`src/mmsf_pkg.sv`:
```
package mmsf_pkg;

	// history and field widths
	localparam int HIST_DEPTH = 10;
	localparam int IDX_W      = $clog2(HIST_DEPTH);
	localparam int POS_W      = 32;
	localparam int CFG_W      = 16;
	localparam int WT_W       = 17;

	// the weight sum stays below HIST_DEPTH * 1.0 in Q16.16
	localparam int TOT_W  = $clog2(HIST_DEPTH * 65536);
	localparam int PROD_W = POS_W + WT_W;
	localparam int ACC_W  = POS_W + TOT_W;
	localparam int MAG_W  = ACC_W;
	localparam int CNT_W  = $clog2(MAG_W + 1);

	localparam logic [WT_W-1:0]  WT_ONE      = WT_W'(65536);
	localparam logic [CFG_W-1:0] DECAY_RESET = CFG_W'(13107);
	localparam int               RND_HALF    = 32768;

	typedef enum logic [7:0] {
		S_IDLE = 8'b0000_0001,
		S_RD   = 8'b0000_0010,
		S_MX   = 8'b0000_0100,
		S_MY   = 8'b0000_1000,
		S_AY   = 8'b0001_0000,
		S_DVX  = 8'b0010_0000,
		S_DVY  = 8'b0100_0000,
		S_OUT  = 8'b1000_0000
	} state_t;

	typedef struct packed {
		logic             start;
		logic [MAG_W-1:0] num;
		logic [TOT_W-1:0] den;
	} div_req_t;

	typedef struct packed {
		logic             busy;
		logic             done;
		logic [MAG_W-1:0] quo;
	} div_rsp_t;

endpackage

```
`src/mmsf_ram.sv`:
```
module mmsf_ram #(
	parameter int WIDTH = 64,
	parameter int DEPTH = 16,
	localparam int AW = $clog2(DEPTH)
) (
	input  logic             clk,
	input  logic             we,
	input  logic [AW-1:0]    waddr,
	input  logic [WIDTH-1:0] wdata,
	input  logic [AW-1:0]    raddr,
	output logic [WIDTH-1:0] rdata
);

	logic [WIDTH-1:0] mem [DEPTH];

	always_ff @(posedge clk) begin
		if (we) begin
			mem[waddr] <= wdata;
		end
		rdata <= mem[raddr];
	end

endmodule

```
`src/mmsf_div.sv`:
```
module mmsf_div (
	input  logic               clk,
	input  logic               arst_n,
	input  mmsf_pkg::div_req_t req,
	output mmsf_pkg::div_rsp_t rsp
);

	logic [mmsf_pkg::TOT_W-1:0] rem_q;
	logic [mmsf_pkg::TOT_W-1:0] den_q;
	logic [mmsf_pkg::MAG_W-1:0] num_q;
	logic [mmsf_pkg::CNT_W-1:0] cnt_q;
	logic                       busy_q;

	logic [mmsf_pkg::TOT_W:0] trial;
	logic [mmsf_pkg::TOT_W:0] diff;
	logic                     ge;

	// restoring division, one quotient bit a cycle
	assign trial = {rem_q, num_q[mmsf_pkg::MAG_W-1]};
	assign diff  = trial - {1'b0, den_q};
	assign ge    = (trial >= {1'b0, den_q});

	always_ff @(posedge clk or negedge arst_n) begin
		if (!arst_n) begin
			busy_q <= 1'b0;
			cnt_q  <= '0;
		end else if (req.start) begin
			busy_q <= 1'b1;
			cnt_q  <= mmsf_pkg::CNT_W'(mmsf_pkg::MAG_W);
		end else if (busy_q && (cnt_q != '0)) begin
			cnt_q <= cnt_q - 1'b1;
		end else begin
			busy_q <= 1'b0;
		end
	end

	always_ff @(posedge clk) begin
		if (req.start) begin
			rem_q <= '0;
			den_q <= req.den;
			num_q <= req.num;
		end else if (busy_q && (cnt_q != '0)) begin
			rem_q <= ge ? diff[mmsf_pkg::TOT_W-1:0] : trial[mmsf_pkg::TOT_W-1:0];
			num_q <= {num_q[mmsf_pkg::MAG_W-2:0], ge};
		end
	end

	assign rsp.busy = busy_q;
	assign rsp.done = busy_q && (cnt_q == '0);
	assign rsp.quo  = num_q;

endmodule

```
`src/mouse_motion_smoothing_filter.sv`:
```
// mouse motion smoothing filter: each transaction on the item channel carries either an
// absolute cursor position (kind 0) or a relative movement (kind 1) for both axes, signed
// Q24.8. cursor positions become movements against the last cursor position; the very
// first cursor transaction only records the position and produces no result. each movement
// enters a ten-entry history, the filter takes the weighted mean with weights 1, w, w^2 ...
// (w = weight_decay, unsigned Q0.16, reset about 0.2), newest first, and the result is the
// mean of that value and the previous mean, rounded and saturated. item_stall is high while
// an item is worked on: one shared multiplier steps through the history tap by tap in the
// states S_MX, S_MY and S_AY, then a radix-2 divider runs once per axis; the first cursor
// item raises no stall. a finished result waits in an output register, so the next item is
// taken meanwhile. weight_decay is written through cfg_wr_en / cfg_wr_data; the user must
// write it only while the block is idle, which the block itself does not enforce.
module mouse_motion_smoothing_filter (
	input  logic                              clk,
	input  logic                              arst_n,
	input  logic                              cfg_wr_en,
	input  logic [mmsf_pkg::CFG_W-1:0]        cfg_wr_data,
	input  logic                              item_valid,
	output logic                              item_stall,
	input  logic                              kind,
	input  logic signed [mmsf_pkg::POS_W-1:0] pos_x,
	input  logic signed [mmsf_pkg::POS_W-1:0] pos_y,
	output logic                              result_valid,
	input  logic                              result_stall,
	output logic signed [mmsf_pkg::POS_W-1:0] move_x,
	output logic signed [mmsf_pkg::POS_W-1:0] move_y
);

	localparam int PW = mmsf_pkg::POS_W;

	// saturate a 33-bit difference to 32 bits
	function automatic logic [PW-1:0] sat33(input logic [PW:0] v);
		logic [PW-1:0] r;
		if (v[PW] != v[PW-1]) begin
			r = v[PW] ? {1'b1, {(PW-1){1'b0}}} : {1'b0, {(PW-1){1'b1}}};
		end else begin
			r = v[PW-1:0];
		end
		return r;
	endfunction

	// apply the sign to a quotient magnitude and saturate
	function automatic logic [PW-1:0] sat_quo(input logic neg,
		input logic [mmsf_pkg::MAG_W-1:0] q);
		logic          over;
		logic [PW-1:0] r;
		if (neg) begin
			over = (|q[mmsf_pkg::MAG_W-1:PW]) || (q[PW-1] && (|q[PW-2:0]));
			r    = over ? {1'b1, {(PW-1){1'b0}}} : (~q[PW-1:0] + 1'b1);
		end else begin
			over = |q[mmsf_pkg::MAG_W-1:PW-1];
			r    = over ? {1'b0, {(PW-1){1'b1}}} : q[PW-1:0];
		end
		return r;
	endfunction

	// (a + b) / 2, halves away from zero
	function automatic logic [PW-1:0] avg2(input logic [PW-1:0] a, input logic [PW-1:0] b);
		logic [PW+1:0] s;
		logic [PW+1:0] m;
		logic [PW+1:0] r;
		s = {{2{a[PW-1]}}, a} + {{2{b[PW-1]}}, b};
		if (s[PW+1]) begin
			m = ~s + 1'b1;
			r = (m + 1'b1) >> 1;
			r = ~r + 1'b1;
		end else begin
			r = (s + 1'b1) >> 1;
		end
		return r[PW-1:0];
	endfunction

	mmsf_pkg::state_t state_q;

	// configuration and long-lived state
	logic [mmsf_pkg::CFG_W-1:0]      weight_q;
	logic [mmsf_pkg::IDX_W-1:0]      ptr_q;
	logic [mmsf_pkg::IDX_W-1:0]      raddr_q;
	logic [mmsf_pkg::IDX_W-1:0]      tap_q;
	logic [mmsf_pkg::HIST_DEPTH-1:0] hvalid_q;
	logic                            seen_q;
	logic [PW-1:0]                   last_x_q;
	logic [PW-1:0]                   last_y_q;
	logic [PW-1:0]                   prior_x_q;
	logic [PW-1:0]                   prior_y_q;

	// datapath
	logic [mmsf_pkg::WT_W-1:0]         wt_q;
	logic [mmsf_pkg::TOT_W-1:0]        total_q;
	logic signed [mmsf_pkg::ACC_W-1:0] acc_x_q;
	logic signed [mmsf_pkg::ACC_W-1:0] acc_y_q;
	logic signed [mmsf_pkg::PROD_W-1:0] prod_q;
	logic                              neg_q;
	logic [PW-1:0]                     fx_q;
	logic [PW-1:0]                     fy_q;
	logic                              rd_valid_q;

	// output register
	logic          res_valid_q;
	logic [PW-1:0] move_x_q;
	logic [PW-1:0] move_y_q;

	logic                       accept;
	logic                       push;
	logic                       tap_last;
	logic                       out_free;
	logic [mmsf_pkg::IDX_W-1:0] ptr_new;
	logic [mmsf_pkg::IDX_W-1:0] raddr_inc;
	logic [PW-1:0]              mv_x;
	logic [PW-1:0]              mv_y;
	logic [2*PW-1:0]            rdata;
	logic signed [PW-1:0]       hist_x;
	logic signed [PW-1:0]       hist_y;

	logic signed [PW-1:0]              mul_a;
	logic signed [mmsf_pkg::WT_W:0]    mul_b;
	logic signed [PW+mmsf_pkg::WT_W:0] mul_p;
	logic [mmsf_pkg::WT_W+mmsf_pkg::CFG_W-1:0] wt_prod;
	logic [mmsf_pkg::WT_W-1:0]         wt_next;

	logic                       start_x;
	logic                       start_y;
	logic [mmsf_pkg::ACC_W-1:0] acc_sel;
	logic [mmsf_pkg::MAG_W-1:0] acc_mag;
	mmsf_pkg::div_req_t         div_req;
	mmsf_pkg::div_rsp_t         div_rsp;

	assign item_stall = (state_q != mmsf_pkg::S_IDLE);
	assign accept     = item_valid && !item_stall;
	// a cursor transaction before any cursor was seen only records the position
	assign push       = accept && (kind || seen_q);
	assign out_free   = !res_valid_q || !result_stall;
	assign tap_last   = (tap_q == mmsf_pkg::IDX_W'(mmsf_pkg::HIST_DEPTH - 1));

	// history is a circular buffer, newest entry at ptr_q, older ones above it
	assign ptr_new   = (ptr_q == '0) ? mmsf_pkg::IDX_W'(mmsf_pkg::HIST_DEPTH - 1)
	                                 : (ptr_q - 1'b1);
	assign raddr_inc = (raddr_q == mmsf_pkg::IDX_W'(mmsf_pkg::HIST_DEPTH - 1)) ? '0
	                                 : (raddr_q + 1'b1);

	// movement for this item
	assign mv_x = kind ? pos_x : sat33({pos_x[PW-1], pos_x} - {last_x_q[PW-1], last_x_q});
	assign mv_y = kind ? pos_y : sat33({pos_y[PW-1], pos_y} - {last_y_q[PW-1], last_y_q});

	mmsf_ram #(
		.WIDTH(2 * PW),
		.DEPTH(mmsf_pkg::HIST_DEPTH)
	) u_hist (
		.clk   (clk),
		.we    (push),
		.waddr (ptr_new),
		.wdata ({mv_x, mv_y}),
		.raddr (raddr_q),
		.rdata (rdata)
	);

	// entries never written since reset read as zero
	assign hist_x = rd_valid_q ? rdata[2*PW-1:PW] : '0;
	assign hist_y = rd_valid_q ? rdata[PW-1:0] : '0;

	// shared multiplier: x tap in one cycle, y tap in the next
	assign mul_a = (state_q == mmsf_pkg::S_MX) ? hist_x : hist_y;
	assign mul_b = $signed({1'b0, wt_q});
	assign mul_p = mul_a * mul_b;

	// next geometric weight, rounded to nearest
	assign wt_prod = wt_q * weight_q;
	assign wt_next = mmsf_pkg::WT_W'((wt_prod + (mmsf_pkg::WT_W + mmsf_pkg::CFG_W)'(
		mmsf_pkg::RND_HALF)) >> mmsf_pkg::CFG_W);

	// divider requests: x after the last tap, y as soon as x is done
	assign start_x = (state_q == mmsf_pkg::S_AY) && tap_last;
	assign start_y = (state_q == mmsf_pkg::S_DVX) && div_rsp.done;
	assign acc_sel = start_x ? acc_x_q : acc_y_q;
	assign acc_mag = acc_sel[mmsf_pkg::ACC_W-1] ? (~acc_sel + 1'b1) : acc_sel;

	assign div_req.start = start_x || start_y;
	assign div_req.num   = acc_mag + mmsf_pkg::MAG_W'(total_q >> 1);
	assign div_req.den   = total_q;

	mmsf_div u_div (
		.clk    (clk),
		.arst_n (arst_n),
		.req    (div_req),
		.rsp    (div_rsp)
	);

	// sequencer and state
	always_ff @(posedge clk or negedge arst_n) begin
		if (!arst_n) begin
			state_q     <= mmsf_pkg::S_IDLE;
			weight_q    <= mmsf_pkg::DECAY_RESET;
			ptr_q       <= '0;
			raddr_q     <= '0;
			tap_q       <= '0;
			hvalid_q    <= '0;
			seen_q      <= 1'b0;
			last_x_q    <= '0;
			last_y_q    <= '0;
			prior_x_q   <= '0;
			prior_y_q   <= '0;
			res_valid_q <= 1'b0;
		end else begin
			if (cfg_wr_en) begin
				weight_q <= cfg_wr_data;
			end
			// output register takes a new result, or empties once its transaction is taken
			if ((state_q == mmsf_pkg::S_OUT) && out_free) begin
				res_valid_q <= 1'b1;
			end else if (res_valid_q && !result_stall) begin
				res_valid_q <= 1'b0;
			end
			case (state_q)
				mmsf_pkg::S_IDLE: begin
					if (accept && !kind) begin
						last_x_q <= pos_x;
						last_y_q <= pos_y;
						seen_q   <= 1'b1;
					end
					if (push) begin
						ptr_q             <= ptr_new;
						raddr_q           <= ptr_new;
						hvalid_q[ptr_new] <= 1'b1;
						tap_q             <= '0;
						state_q           <= mmsf_pkg::S_RD;
					end
				end
				mmsf_pkg::S_RD: begin
					state_q <= mmsf_pkg::S_MX;
				end
				mmsf_pkg::S_MX: begin
					// read data for this tap is already registered
					raddr_q <= raddr_inc;
					state_q <= mmsf_pkg::S_MY;
				end
				mmsf_pkg::S_MY: begin
					state_q <= mmsf_pkg::S_AY;
				end
				mmsf_pkg::S_AY: begin
					tap_q   <= tap_q + 1'b1;
					state_q <= tap_last ? mmsf_pkg::S_DVX : mmsf_pkg::S_MX;
				end
				mmsf_pkg::S_DVX: begin
					if (div_rsp.done) begin
						state_q <= mmsf_pkg::S_DVY;
					end
				end
				mmsf_pkg::S_DVY: begin
					if (div_rsp.done) begin
						state_q <= mmsf_pkg::S_OUT;
					end
				end
				mmsf_pkg::S_OUT: begin
					if (out_free) begin
						prior_x_q <= fx_q;
						prior_y_q <= fy_q;
						state_q   <= mmsf_pkg::S_IDLE;
					end
				end
				default: begin
					state_q <= mmsf_pkg::S_IDLE;
				end
			endcase
		end
	end

	// datapath registers
	always_ff @(posedge clk) begin
		rd_valid_q <= hvalid_q[raddr_q];
		if (div_req.start) begin
			neg_q <= acc_sel[mmsf_pkg::ACC_W-1];
		end
		case (state_q)
			mmsf_pkg::S_IDLE: begin
				if (push) begin
					acc_x_q <= '0;
					acc_y_q <= '0;
					total_q <= '0;
					wt_q    <= mmsf_pkg::WT_ONE;
				end
			end
			mmsf_pkg::S_MX: begin
				prod_q  <= mul_p[mmsf_pkg::PROD_W-1:0];
				total_q <= total_q + mmsf_pkg::TOT_W'(wt_q);
			end
			mmsf_pkg::S_MY: begin
				acc_x_q <= acc_x_q + mmsf_pkg::ACC_W'(prod_q);
				prod_q  <= mul_p[mmsf_pkg::PROD_W-1:0];
			end
			mmsf_pkg::S_AY: begin
				acc_y_q <= acc_y_q + mmsf_pkg::ACC_W'(prod_q);
				wt_q    <= wt_next;
			end
			mmsf_pkg::S_DVX: begin
				if (div_rsp.done) begin
					fx_q <= sat_quo(neg_q, div_rsp.quo);
				end
			end
			mmsf_pkg::S_DVY: begin
				if (div_rsp.done) begin
					fy_q <= sat_quo(neg_q, div_rsp.quo);
				end
			end
			mmsf_pkg::S_OUT: begin
				if (out_free) begin
					move_x_q <= avg2(fx_q, prior_x_q);
					move_y_q <= avg2(fy_q, prior_y_q);
				end
			end
			default: begin
			end
		endcase
	end

	assign result_valid = res_valid_q;
	assign move_x       = move_x_q;
	assign move_y       = move_y_q;

`ifndef SYNTHESIS
	// a relative movement always starts the filter sequence
	a_move_busy: assert property (@(posedge clk) disable iff (!arst_n)
		(item_valid && !item_stall && kind) |=> item_stall)
		else $error("relative movement did not start the filter");

	// the divider is never restarted in the middle of a pass
	a_div_free: assert property (@(posedge clk) disable iff (!arst_n)
		div_req.start |-> (!div_rsp.busy || div_rsp.done))
		else $error("divider started while busy");

	// the newest weight alone is one, so the divisor never falls below it
	a_den_min: assert property (@(posedge clk) disable iff (!arst_n)
		(state_q == mmsf_pkg::S_DVX) |-> (total_q >= mmsf_pkg::TOT_W'(mmsf_pkg::WT_ONE)))
		else $error("weight sum below one");

	// a pending result is never overwritten by the next one
	a_out_hold: assert property (@(posedge clk) disable iff (!arst_n)
		(state_q == mmsf_pkg::S_OUT && res_valid_q && result_stall)
		|=> (state_q == mmsf_pkg::S_OUT) && $stable(move_x_q) && $stable(move_y_q))
		else $error("result register overwritten while stalled");
`endif

endmodule

```
`config.mk`:
```
export PLATFORM = sky130hd
export DESIGN_NAME = mouse_motion_smoothing_filter
export DESIGN_NICKNAME = d
export VERILOG_FILES = /design/src/mmsf_pkg.sv /design/src/mmsf_ram.sv /design/src/mmsf_div.sv /design/src/mouse_motion_smoothing_filter.sv
export SDC_FILE = /design/constraint.sdc
export NUM_CORES = 2
export LEC_CHECK = 0
export BUFFER_PORTS_ARGS = -buffer_cell sky130_fd_sc_hd__buf_2
export CORE_MARGIN = 1
export CORE_UTILIZATION = 35
export DETAILED_ROUTE_END_ITERATION = 16
export MAX_ROUTING_LAYER = met4
export SYNTH_ARGS = -nofsm -noshare
export SYNTH_HDL_FRONTEND = slang
export SYNTH_SLANG_ARGS = --single-unit
```
`constraint.sdc`:
```
create_clock -name clk -period 14.57 [get_ports clk]
set_input_delay 2.1855 -clock clk [delete_from_list [all_inputs] [get_ports clk]]
set_output_delay 2.1855 -clock clk [all_outputs]
set_load 0.1 [all_outputs]
```
==> impl_metrics.py <==
metrics = {
    "outcome": {
        "status": "completed",
    },
    "timing": {
        "worstMarginPinSlew_ns": 1.37,
        "fin_crit_ns": 10.07,
        "fin_skew_ns": 0.109,
        "maxSlewHeadroom_pct": 7.69,
        "fmax_ghz": 0.0993,
        "finalCritPeriodShare_pct": 69.1,
        "grt_setup_unrepaired": "false",
        "setup_viol": 0,
        "timing.setup.tns_ns": 0,
        "final_hold_viol_count": 0,
        "slew_violations": 0,
    },
    "cts": {
        "cts-buffers-inserted": 156,
        "cts_max_level": 4,
        "clock_latency_ns": 0.88,
        "cts_num_sinks": 1299,
        "cts_root_buf": "clkbuf_16",
        "cts_setup_buffers": 0,
        "cts_buffer_depth": 4,
        "cts_resized": 0,
        "tritoncts": "done",
        "clk_pin_slew_ns": 0.06,
        "ctsHoldBuffers": 0,
    },
    "logic_synthesis": {
        "synth_top_area_share_pct": 31.6,
        "synth-seq-area-share_pct": 38.1,
        "synth.distinct_cells": 105,
        "syn_area_per_cell_sq_um": 10.5,
        "yosysWarnings": 0,
        "synthFlopType": "edfxtp_1",
        "async_flop_share_pct": 14.1,
        "synth_fp_nets": 10600,
        "synth_area_leaders": "edfxtp_1 (32%), fa_1 (15%), ha_1 (6.8%), dfrtp_1 (4.4%), inv_1 (4.2%)",
        "netlist_instances": 9280,
        "synth_edf_count": 1031,
        "syn_area_sq_um": 97900,
        "yosys_register_bits": 1299,
        "synth_top_cell_by_area": "edfxtp_1",
    },
    "critical_path": {
        "cp.arrival_ns": 10.58,
        "slowest_delay_ns": 1.03,
        "crit_type": "reg2reg",
        "cp_max_fo": 59,
        "end_kind": "flop",
        "cp_common_cell": "fa_1",
        "cp_slowest_cell": "a21boi_1",
        "critPathRequiredTime_ns": 15.09,
        "rr_worst_depth": 31,
        "cp-start-kind": "flop",
    },
    "cells_and_area": {
        "fill_cells": 26900,
        "register_area_sq_um": 37300,
        "final_layout_size_suffix_gt1_share_pct": 9.19,
        "area_growth_pct": 10.4,
        "final_common_cell": "inv_1",
        "multi_input_area_sq_um": 55100,
        "fin_nets": 10600,
        "layout_common_cells": "inv_1 (1091), edfxtp_1 (1031), nand2_1 (907), fa_1 (732), ha_1 (530)",
    },
    "place": {
        "globalplace.congestion": 0.907,
        "dp_hpwl_mm": 180,
        "portBuffers": 151,
    },
    "routing": {
        "drt_iter0_markers": 4380,
        "drc": 0,
        "dr.pass1.iters": 6,
        "ant_nets": 0,
        "wirelength_mm": 252,
        "vias": 68400,
        "avgViaCountPerCell": 5.21,
        "wl_per_cell_um": 19.2,
    },
    "die": {
        "chipHeight_um": 531,
        "rows": 193,
        "floorplan.initialDensity_pct": 35.3,
        "die_area_sq_um": 282000,
        "core_sq_um": 277000,
        "fp.dieW_um": 531,
        "io_pins": 152,
    },
    "global_routing": {
        "grt_usage_pct": 18.3,
        "grt_pass1_vias": 70500,
        "grt_pass1_wl_mm": 397,
        "overflow": 0,
        "antenna_found_initial": 6,
        "grt_max_degree": 70,
    },
    "min_path": {
        "min_path_type": "reg2reg",
        "hold_depth": 1,
    },
    "run": {
        "cap_violations": 0,
    },
}
[critical path: cells and delay by family, from the launching register on]
kind | cells | cell delay [ns]
compound gates | 9 | 3.30
fa+ha+maj | 7 | 3.12
simple gates | 7 | 1.66
buf+inv | 7 | 1.09
flops | 1 | 0.44
xor+xnor | 1 | 0.08
[cell families after synthesis]
| logic type | after synthesis | synth area share [%] |
|---|---|---|
| and+or+nand+nor | 2732 | 13.9 |
| AOI/OAI and AO/OA | 1623 | 10.6 |
| buffers and inverters | 1511 | 5.83 |
| DFF | 1299 | 38.1 |
| adders and majority gates | 1267 | 21.8 |
| xor gates and xnor gates | 450 | 4.03 |
| muxes | 398 | 5.86 |
[per-stage QoR]
step	instance area, sq um	setup WS, ns	utilization [%]	hold slack [ns]	instances
after floorplan	97900	4.99	-	0.431	9280
after global placement	103000	4.67	37.1	0.447	12800
after detailed placement	103000	4.52	37.1	0.450	12800
after CTS	108000	4.46	39.0	0.466	13100
after global routing	108000	3.92	39.0	0.472	13100
final	108000	4.50	39.0	0.467	13100
[worst paths after layout]
kind                                   from            end  slack, ns
worst max-delay path             state_q[5]     prod_q[48]       4.50
worst min-delay path            hvalid_q[0]    hvalid_q[0]       0.47
worst max register to register   state_q[5]     prod_q[48]       4.50
worst min register to register  hvalid_q[0]    hvalid_q[0]       0.47
max in group asynchronous            arst_n  prior_x_q[30]      11.38
min in group asynchronous            arst_n    weight_q[7]       1.28
[per-layer routing]
layer  vias to the layer above  global-route usage (%)  share of wire [%]
met5                         -                       -                  0
met1                     34300                    23.1                 44
met2                      1724                    31.0                 49
met4                         0                    4.77                2.5
li1                      32000                       -                  -
met3                       390                    2.14                4.9
[registers in the layout (all words and copies together), names as in the netlist, 49 cells and up]
name	cells
acc_x_q	52
acc_y_q	52
prod_q	49
u_div.num_q	52
u_hist.mem	640
u_hist.rdata	64
[synthesized netlist by cell type (all sizes together) (41+ instances only)]
library cell / instances
inv: 1094
edfxtp: 1031
nand2: 911
fa: 732
ha: 530
and2: 508
nor2: 489
a21oi: 451
o21ai: 383
clkbuf: 377
xnor2: 284
dfrtp: 174
mux2i: 171
a21o: 170
xor2: 166
nor3: 157
nand3: 131
mux4: 130
a211oi: 127
nor2b: 98
mux2: 97
dfxtp: 85
a21boi: 62
a31oi: 59
and3: 58
nand2b: 58
or3: 57
nand4: 56
o21bai: 48
o21a: 46
nor4: 45
or2: 41
[area by class of cell]
type / count / share of cell area, %
repair buffers: 274 / 1.57
multi-input cells: 6470 / 51.0
well taps: 3705 / 4.29
clock inverters: 95 / 0.981
diodes: 3 / 0.00695
inverters: 1095 / 3.81
clock buffers: 191 / 3.87
flip-flops and latches: 1299 / 34.5
Power is left out: the tool's default activity adds up to more than one toggle a clock period on the data nets, which glitch-free logic cannot reach.
